### src/rtl/core/stl_pkg.sv
package stl_pkg;

  // text buffer depth; a text token holds at most MAX_TEXT-1 characters
  localparam int unsigned MAX_TEXT = 32;
  localparam int unsigned TXT_AW   = $clog2(MAX_TEXT);

  // field widths
  localparam int unsigned KIND_W = 2;
  localparam int unsigned NUM_W  = 17;
  localparam int unsigned CHAR_W = 8;
  localparam int unsigned CNT_W  = 6;
  localparam int unsigned DIG_W  = 3;

  // token kinds
  localparam logic [KIND_W-1:0] KIND_NUMBER = 2'd0;
  localparam logic [KIND_W-1:0] KIND_TEXT   = 2'd1;
  localparam logic [KIND_W-1:0] KIND_END    = 2'd2;

  // character codes
  localparam logic [CHAR_W-1:0] CH_NUL   = 8'h00;
  localparam logic [CHAR_W-1:0] CH_TAB   = 8'h09;
  localparam logic [CHAR_W-1:0] CH_LF    = 8'h0a;
  localparam logic [CHAR_W-1:0] CH_CR    = 8'h0d;
  localparam logic [CHAR_W-1:0] CH_SPACE = 8'h20;
  localparam logic [CHAR_W-1:0] CH_HASH  = 8'h23;
  localparam logic [CHAR_W-1:0] CH_COMMA = 8'h2c;
  localparam logic [CHAR_W-1:0] CH_ZERO  = 8'h30;
  localparam logic [CHAR_W-1:0] CH_NINE  = 8'h39;

  // token limits
  localparam logic [DIG_W-1:0] MAX_DIGITS = 3'd5;
  localparam logic [CNT_W-1:0] TEXT_LIMIT = CNT_W'(MAX_TEXT - 1);
  localparam logic [CNT_W-1:0] TEXT_DEPTH = CNT_W'(MAX_TEXT);

  typedef enum logic [2:0] {
    LEX_IDLE,
    LEX_SKIP,
    LEX_COMMENT,
    LEX_NUMBER,
    LEX_TEXT
  } lex_mode_e;

  typedef enum logic [1:0] {
    PH_READY,
    PH_NUMBER,
    PH_TEXT,
    PH_END
  } emit_phase_e;

endpackage

### src/rtl/core/stl_ram.sv
module stl_ram #(
  parameter int unsigned Width = 8,
  parameter int unsigned Depth = 32
) (
  input  logic                     clk_i,
  input  logic                     we_i,
  input  logic [$clog2(Depth)-1:0] waddr_i,
  input  logic [Width-1:0]         wdata_i,
  input  logic                     re_i,
  input  logic [$clog2(Depth)-1:0] raddr_i,
  output logic [Width-1:0]         rdata_o
);

  logic [Width-1:0] mem_q [Depth];
  logic [Width-1:0] rdata_q;

  // write port
  always_ff @(posedge clk_i) begin
    if (we_i) begin
      mem_q[waddr_i] <= wdata_i;
    end
  end

  // registered read, holds when not enabled
  always_ff @(posedge clk_i) begin
    if (re_i) begin
      rdata_q <= mem_q[raddr_i];
    end
  end

  assign rdata_o = rdata_q;

endmodule

### src/rtl/core/script_token_lexer.sv
// A number or end token is loaded into the output register from its emit phase
// once the output is free; a text character first passes a buffer RAM read.
// Bytes with no result are accepted back to back; a byte with results holds the
// input until its results are loaded: the number token, each text character
// after its buffer read, then the end token.
// Reset clears the lexer state and output valid; the text buffer is not cleared.
module script_token_lexer import stl_pkg::*; (
  input  logic              clk_i,
  input  logic              rst_ni,
  input  logic              in_valid_i,
  output logic              in_stall_o,
  input  logic [CHAR_W-1:0] char_byte_i,
  input  logic              single_char_mode_i,
  output logic              out_valid_o,
  input  logic              out_stall_i,
  output logic [KIND_W-1:0] token_kind_o,
  output logic [NUM_W-1:0]  number_value_o,
  output logic [CHAR_W-1:0] text_char_o,
  output logic [CNT_W-1:0]  text_index_o,
  output logic [CNT_W-1:0]  text_length_o,
  output logic              last_o
);

  // lexer state
  lex_mode_e         mode_q, mode_d;
  logic [NUM_W-1:0]  accum_q, accum_d;
  logic [DIG_W-1:0]  digits_q, digits_d;
  logic [CNT_W-1:0]  count_q, count_d;
  logic              latched_q, latched_d;

  // pending results of the accepted item
  logic [NUM_W-1:0]  num_pend_q;
  logic [CNT_W-1:0]  len_pend_q;
  logic              end_pend_q;

  // emit sequencer
  emit_phase_e       phase_q, phase_d;
  logic [CNT_W-1:0]  rd_idx_q, rd_idx_d;
  logic [CNT_W-1:0]  ld_idx_q, ld_idx_d;
  logic              rd_pend_q, rd_pend_d;

  // output register
  logic              out_valid_q, out_valid_d;
  logic [KIND_W-1:0] kind_q, kind_d;
  logic [NUM_W-1:0]  num_q, num_d;
  logic [CHAR_W-1:0] char_q, char_d;
  logic [CNT_W-1:0]  idx_q, idx_d;
  logic [CNT_W-1:0]  len_q, len_d;
  logic              last_q, last_d;

  // combinational helpers
  logic              in_acc;
  logic              run_idle;
  logic              is_digit;
  logic [NUM_W-1:0]  digit_val;
  logic [NUM_W-1:0]  acc_next;
  logic [DIG_W-1:0]  digits_next;
  logic [CNT_W-1:0]  count_next;
  logic              p_num;
  logic [NUM_W-1:0]  p_numval;
  logic [CNT_W-1:0]  p_len;
  logic              p_end;
  logic              ram_we;
  logic [TXT_AW-1:0] ram_waddr;
  logic              ram_re;
  logic [CHAR_W-1:0] ram_rdata;
  logic              out_free;
  logic              load;
  logic              txt_load;
  logic              txt_last;
  logic              issue;

  assign in_stall_o = (phase_q != PH_READY);
  assign in_acc     = in_valid_i && !in_stall_o;

  assign is_digit    = char_byte_i inside {[CH_ZERO:CH_NINE]};
  assign digit_val   = NUM_W'(char_byte_i - CH_ZERO);
  assign acc_next    = NUM_W'({accum_q, 3'b000} + {accum_q, 1'b0} + digit_val);
  assign digits_next = digits_q + 3'd1;
  assign count_next  = count_q + 6'd1;

  // byte classification and lexer state update
  always_comb begin
    mode_d    = mode_q;
    accum_d   = accum_q;
    digits_d  = digits_q;
    count_d   = count_q;
    latched_d = latched_q;
    p_num     = 1'b0;
    p_numval  = accum_q;
    p_len     = '0;
    p_end     = 1'b0;
    ram_we    = 1'b0;
    ram_waddr = count_q[TXT_AW-1:0];
    run_idle  = 1'b0;

    case (mode_q)
      LEX_SKIP: begin
        mode_d = LEX_IDLE;
        if (char_byte_i == CH_NUL) begin
          p_end = 1'b1;
        end
      end
      LEX_COMMENT: begin
        if (char_byte_i == CH_NUL) begin
          mode_d = LEX_IDLE;
          p_end  = 1'b1;
        end else if (char_byte_i == CH_CR) begin
          mode_d = LEX_SKIP;
        end else if (char_byte_i == CH_LF) begin
          mode_d = LEX_IDLE;
        end
      end
      LEX_NUMBER: begin
        if (is_digit) begin
          if (digits_next >= MAX_DIGITS) begin
            p_num    = 1'b1;
            p_numval = acc_next;
            accum_d  = '0;
            digits_d = '0;
            mode_d   = LEX_IDLE;
          end else begin
            accum_d  = acc_next;
            digits_d = digits_next;
          end
        end else begin
          p_num    = 1'b1;
          p_numval = accum_q;
          accum_d  = '0;
          digits_d = '0;
          run_idle = 1'b1;
        end
      end
      LEX_TEXT: begin
        if (char_byte_i inside {CH_SPACE, CH_TAB, CH_CR, CH_LF, CH_NUL}) begin
          p_len    = count_q;
          count_d  = '0;
          run_idle = 1'b1;
        end else if (count_q < TEXT_DEPTH) begin
          ram_we = 1'b1;
          if (count_next >= TEXT_LIMIT || latched_q) begin
            p_len   = count_next;
            count_d = '0;
            mode_d  = LEX_IDLE;
          end else begin
            count_d = count_next;
          end
        end else begin
          p_len   = count_q;
          count_d = '0;
          mode_d  = LEX_IDLE;
        end
      end
      default: begin
        run_idle = 1'b1;
      end
    endcase

    // byte seen between tokens
    if (run_idle) begin
      mode_d = LEX_IDLE;
      if (char_byte_i inside {CH_SPACE, CH_TAB, CH_COMMA, CH_LF}) begin
        mode_d = LEX_IDLE;
      end else if (char_byte_i == CH_CR) begin
        mode_d = LEX_SKIP;
      end else if (char_byte_i == CH_HASH) begin
        mode_d = LEX_COMMENT;
      end else if (char_byte_i == CH_NUL) begin
        p_end = 1'b1;
      end else if (is_digit) begin
        accum_d  = digit_val;
        digits_d = 3'd1;
        mode_d   = LEX_NUMBER;
      end else begin
        ram_we    = 1'b1;
        ram_waddr = '0;
        latched_d = single_char_mode_i;
        if (single_char_mode_i || (TEXT_LIMIT <= 6'd1)) begin
          p_len   = 6'd1;
          count_d = '0;
        end else begin
          count_d = 6'd1;
          mode_d  = LEX_TEXT;
        end
      end
    end
  end

  stl_ram #(
    .Width (CHAR_W),
    .Depth (MAX_TEXT)
  ) u_text_buf (
    .clk_i   (clk_i),
    .we_i    (ram_we && in_acc),
    .waddr_i (ram_waddr),
    .wdata_i (char_byte_i),
    .re_i    (ram_re),
    .raddr_i (rd_idx_q[TXT_AW-1:0]),
    .rdata_o (ram_rdata)
  );

  assign out_free = !out_valid_q || !out_stall_i;
  assign txt_last = ((ld_idx_q + 6'd1) == len_pend_q);

  // emit sequencer: number, then text run, then end token
  always_comb begin
    phase_d   = phase_q;
    rd_idx_d  = rd_idx_q;
    ld_idx_d  = ld_idx_q;
    rd_pend_d = rd_pend_q;
    ram_re    = 1'b0;
    load      = 1'b0;
    txt_load  = 1'b0;
    issue     = 1'b0;
    kind_d    = kind_q;
    num_d     = num_q;
    char_d    = char_q;
    idx_d     = idx_q;
    len_d     = len_q;
    last_d    = last_q;

    case (phase_q)
      PH_READY: begin
        if (in_acc) begin
          rd_idx_d  = '0;
          rd_pend_d = 1'b0;
          if (p_num) begin
            phase_d = PH_NUMBER;
          end else if (p_len != '0) begin
            phase_d = PH_TEXT;
          end else if (p_end) begin
            phase_d = PH_END;
          end
        end
      end
      PH_NUMBER: begin
        if (out_free) begin
          load   = 1'b1;
          kind_d = KIND_NUMBER;
          num_d  = num_pend_q;
          char_d = '0;
          idx_d  = '0;
          len_d  = '0;
          last_d = 1'b1;
          if (len_pend_q != '0) begin
            phase_d = PH_TEXT;
          end else if (end_pend_q) begin
            phase_d = PH_END;
          end else begin
            phase_d = PH_READY;
          end
        end
      end
      PH_TEXT: begin
        txt_load = rd_pend_q && out_free;
        issue    = (rd_idx_q < len_pend_q) && (!rd_pend_q || txt_load);
        if (txt_load) begin
          load   = 1'b1;
          kind_d = KIND_TEXT;
          num_d  = '0;
          char_d = ram_rdata;
          idx_d  = ld_idx_q;
          len_d  = len_pend_q;
          last_d = txt_last;
          if (txt_last) begin
            phase_d = end_pend_q ? PH_END : PH_READY;
          end
        end
        if (issue) begin
          ram_re    = 1'b1;
          ld_idx_d  = rd_idx_q;
          rd_idx_d  = rd_idx_q + 6'd1;
          rd_pend_d = 1'b1;
        end else if (txt_load) begin
          rd_pend_d = 1'b0;
        end
      end
      PH_END: begin
        if (out_free) begin
          load    = 1'b1;
          kind_d  = KIND_END;
          num_d   = '0;
          char_d  = '0;
          idx_d   = '0;
          len_d   = '0;
          last_d  = 1'b1;
          phase_d = PH_READY;
        end
      end
      default: begin
        phase_d = PH_READY;
      end
    endcase

    out_valid_d = load ? 1'b1 : (out_valid_q && out_stall_i);
  end

  // control registers
  always_ff @(posedge clk_i or negedge rst_ni) begin
    if (!rst_ni) begin
      mode_q      <= LEX_IDLE;
      accum_q     <= '0;
      digits_q    <= '0;
      count_q     <= '0;
      latched_q   <= 1'b0;
      phase_q     <= PH_READY;
      rd_idx_q    <= '0;
      ld_idx_q    <= '0;
      rd_pend_q   <= 1'b0;
      out_valid_q <= 1'b0;
    end else begin
      if (in_acc) begin
        mode_q    <= mode_d;
        accum_q   <= accum_d;
        digits_q  <= digits_d;
        count_q   <= count_d;
        latched_q <= latched_d;
      end
      phase_q     <= phase_d;
      rd_idx_q    <= rd_idx_d;
      ld_idx_q    <= ld_idx_d;
      rd_pend_q   <= rd_pend_d;
      out_valid_q <= out_valid_d;
    end
  end

  // pending result plan, captured with the item
  always_ff @(posedge clk_i) begin
    if (in_acc) begin
      num_pend_q <= p_numval;
      len_pend_q <= p_len;
      end_pend_q <= p_end;
    end
  end

  // output payload
  always_ff @(posedge clk_i) begin
    if (load) begin
      kind_q <= kind_d;
      num_q  <= num_d;
      char_q <= char_d;
      idx_q  <= idx_d;
      len_q  <= len_d;
      last_q <= last_d;
    end
  end

  assign out_valid_o    = out_valid_q;
  assign token_kind_o   = kind_q;
  assign number_value_o = num_q;
  assign text_char_o    = char_q;
  assign text_index_o   = idx_q;
  assign text_length_o  = len_q;
  assign last_o         = last_q;

endmodule

### config.mk
export PLATFORM = sky130hd
export DESIGN_NAME = script_token_lexer
export DESIGN_NICKNAME = d
export VERILOG_FILES = /design/src/rtl/core/stl_pkg.sv /design/src/rtl/core/stl_ram.sv /design/src/rtl/core/script_token_lexer.sv
export SDC_FILE = /design/constraint.sdc
export NUM_CORES = 1
export LEC_CHECK = 0
export BUFFER_PORTS_ARGS = -buffer_cell sky130_fd_sc_hd__buf_2
export CAP_MARGIN = 20
export CORE_MARGIN = 5
export CORE_UTILIZATION = 50
export DETAILED_ROUTE_END_ITERATION = 12
export PLACE_DENSITY = 0.71
export SLEW_MARGIN = 10
export SYNTH_ARGS = -nofsm -noshare
export SYNTH_HDL_FRONTEND = slang
export SYNTH_SLANG_ARGS = --single-unit
### constraint.sdc
create_clock -name clk_i -period 9.65 [get_ports clk_i]
set_input_delay 1.93 -clock clk_i [delete_from_list [all_inputs] [get_ports clk_i]]
set_output_delay 1.93 -clock clk_i [all_outputs]
set_load 0.03 [all_outputs]
==> out/results.txt <==
Worst setup SP type - input pin
Synth area leader - edfxtp_1
Yosys warns - 0
XOR/XNOR Fraction of Synth Area - 1.61%
Compound-Gate Fraction of Synth Area - 5.90%
Final setup vio count - 0
Dominant synthesized flop cell - edfxtp_1
CP Cell Sequence - buf_2 -> buf_4 -> inv_1 -> ha_1 -> or3b_4 -> or4_4 -> nand4_2 -> nor3b_4 -> and4_1 -> nor2_1 -> nor2_1
Syn Inst Count - 1051
TNS Setup - 0 ps
Max clock buf depth - 3
Rows - 67
Adder and majority gate portion of the synthesized area - 3.88%
Syn Std Cell Area - 0.0169 sq mm
Most common cell on crit path - nor2_1
Lkg Pwr - 6.64 nW
Largest net degree at the start of global routing - 69
Drt wl/cell - 21.6 microns
FF-to-FF path depth - 8
Hold_ws - 509 ps
Clock Skew - 16.1 ps
Unique masters post-synth - 80
Largest family of logic cells by synthesized area - multiplexers
Ys async rst share - 12.3%
Final hold viol count - 0
Fin. max-slew vios - 0
CTS H-tree lvls - 2
DP Cell Count - 1515
CTS resizes - 0
1st-pass router iterations - 5
Overflow after GRT - 0
Fmax - 0.181 GHz
Hold Path Cell Cnt - 1
Area growth syn-to-layout - 12.0%
Mux cell area share after synthesis - 12.1%
Crit-path max cell delay - 800 ps
Total setup buffers inserted after CTS - 0
Max IR drop VDD - 154 uV
Global-route wire length before repair - 55.1 mm
Slowest-stage cell, CP - and4_1
CTS clk-pin slew, worst paths - 60 ps
Vias/cell - 5.88
Worst Path Class, Setup - input pin to flip-flop
Synth Register Bits - 374
All-Layer GR Usage - 18.4%
Worst hold path startpoint - rd_idx_q[5]$_DFFE_PN0P_
# hold bufs at CTS - 0
Number of global-route vias before repair - 9554
First DRT Iteration DRCs - 724
WHS Endpoint - rd_idx_q[5]$_DFFE_PN0P_
Post-DP HPWL - 22.3 mm
TritonCTS clock tree - yes
RSZ-0062 raised after global routing - false
Status - completed
Initial core utilization - 50.6%
Syn nets - 1108
Avg Inst Size Synth - 16.1 sq um
Die area - 0.0376 sq mm
Final WL - 34.3 mm
Tcrit/Tclk final - 57.2%
IO Pins - 55
Post-Layout Cell Count - 1589
DRC viols - 0
Crit-path max FO - 39
Fin worst setup slack - 4130 ps
Layout cells sized above 1 - 23.9%
Post-Synth Simple-Gate Area - 9.35%
Antenna violations before repair - 0
IO buf count - 54
Max-cap violations - 0
Die Height - 194 microns
R2r startpoint - mode_q[0]$_DFFE_PN0P_
Headroom to the max-slew limit - 27.3%
Power per cell area - 294 mW/mm^2
Top cells by area, synth - edfxtp_1, mux4_2, dfrtp_1
Die X - 194 microns
Core area - 0.0334 sq mm
Worst hold path type - flip-flop to flip-flop
Final ANT Viol Nets - 0
Pwr Total - 5.56 mW
Final #Nets - 1171
EDFF count, synth - 328
Pin slew with the least headroom to its limit - 1080 ps
Commonest cells post-synth - edfxtp_1, mux4_2, nand2_1
Most frequent cell after synthesis - edfxtp_1
Register area share after synthesis - 65.1%
Minimum clock period - 5520 ps
GPL Wtd Cong - 0.861
Reg2reg setup slack - 5930 ps
R2R Path End - u_text_buf.mem_q[17][2]$_DFFE_PP_
Place WS - 3430 ps
Share of the synthesized area in the top cell type - 58.3%
Num CTS Buffers - 37
Clock Latency Late Sink - 530 ps
Worst EP arrival - 5670 ps
CP Data Required Time - 9800 ps
Root Driver - clkbuf_16
Total vias in the final route - 9345
Worst Setup End Kind - flip-flop
Clk sink count - 374
[flip-flops by register name, summed over array words and instances (netlist names), 8 cells and up]
register,count
text_char_o,8
u_text_buf.mem_q,256
number_value_o,17
u_text_buf.rdata_o,8
num_pend_q,17
accum_q,17
[layout make-up]
type / count / area, sq um
Antenna cell: 1 / 2.50
Multi-Input combinational cell: 590 / 5560
Fill cell: 2532 / 14500
Timing Repair Buffer: 80 / 458
Sequential cell: 374 / 11000
Clock buffer: 43 / 958
Tap cell: 448 / 561
Clock inverter: 22 / 277
Inverter: 31 / 116
[critical path: cells and delay by family]
| family | cells | cell delay [ps] |
|---|---|---|
| simple gates | 7 | 3060 |
| fa+ha+maj | 1 | 160 |
| buf+inv | 3 | 490 |
[power breakdown]
part	switching (mW)	total, mW	leakage [nW]	internal, mW
Clock	0.590	1.47	0.606	0.877
Combinational	1.06	1.84	2.43	0.781
Sequential	0.216	2.26	3.60	2.04
[cells by family (layout without fill, tap and decap cells)]
logic type,count (synthesis),after routing
muxes,102,102
other,0,1
adders and majority gates,44,44
xor gates and xnor gates,31,31
DFF,374,374
and+or+nand+nor,274,274
buffers and inverters,87,176
AOI/OAI and AO/OA,139,139
[per-stage QoR]
step / area, sq um / util [%]
after floorplan: 16900 / -
after global placement: 17600 / 52.7
after detailed placement: 17700 / 52.8
after CTS: 18900 / 56.5
after global routing: 18900 / 56.6
final: 18900 / 56.6
[worst max-delay path by stage]
stage / from / endpoint / slack, ps / cells after the start
global route: char_byte_i[4] / u_text_buf.mem_q[4][1]$_DFFE_PP_ / 3900 / 12
detailed placement: char_byte_i[4] / u_text_buf.mem_q[28][2]$_DFFE_PP_ / 3430 / 12
finish: char_byte_i[4] / u_text_buf.mem_q[3][3]$_DFFE_PP_ / 4130 / 11
floorplan: char_byte_i[4] / num_pend_q[15]$_DFFE_PP_ / 4220 / 11
CTS: char_byte_i[4] / u_text_buf.mem_q[28][0]$_DFFE_PP_ / 3970 / 12
global placement: char_byte_i[4] / u_text_buf.mem_q[21][1]$_DFFE_PP_ / 3540 / 12
[layout by cell type (no fill, tap or decap), types with 30 or more instances in the layout]
cell type | Yosys | layout
nor2_1 | 54 | 54
clkbuf_16 | 0 | 37
buf_2 | 7 | 58
inv_1 | 31 | 31
mux4_2 | 80 | 80
nand2_1 | 60 | 60
nor2b_1 | 36 | 36
edfxtp_1 | 328 | 328
ha_1 | 30 | 30
dfrtp_1 | 46 | 44
[per-layer routing]
metal / routed length [microns] / vias to the layer above / GRT usage, %
met3: 1700 / 54 / 2.64
li1: - / 4243 / -
met4: 762 / 0 / 5.16
met1: 14700 / 4783 / 25.9
met2: 17200 / 265 / 30.4
met5: 0 / - / 0
No activity file was read; power rests on OpenSTA's default activity.
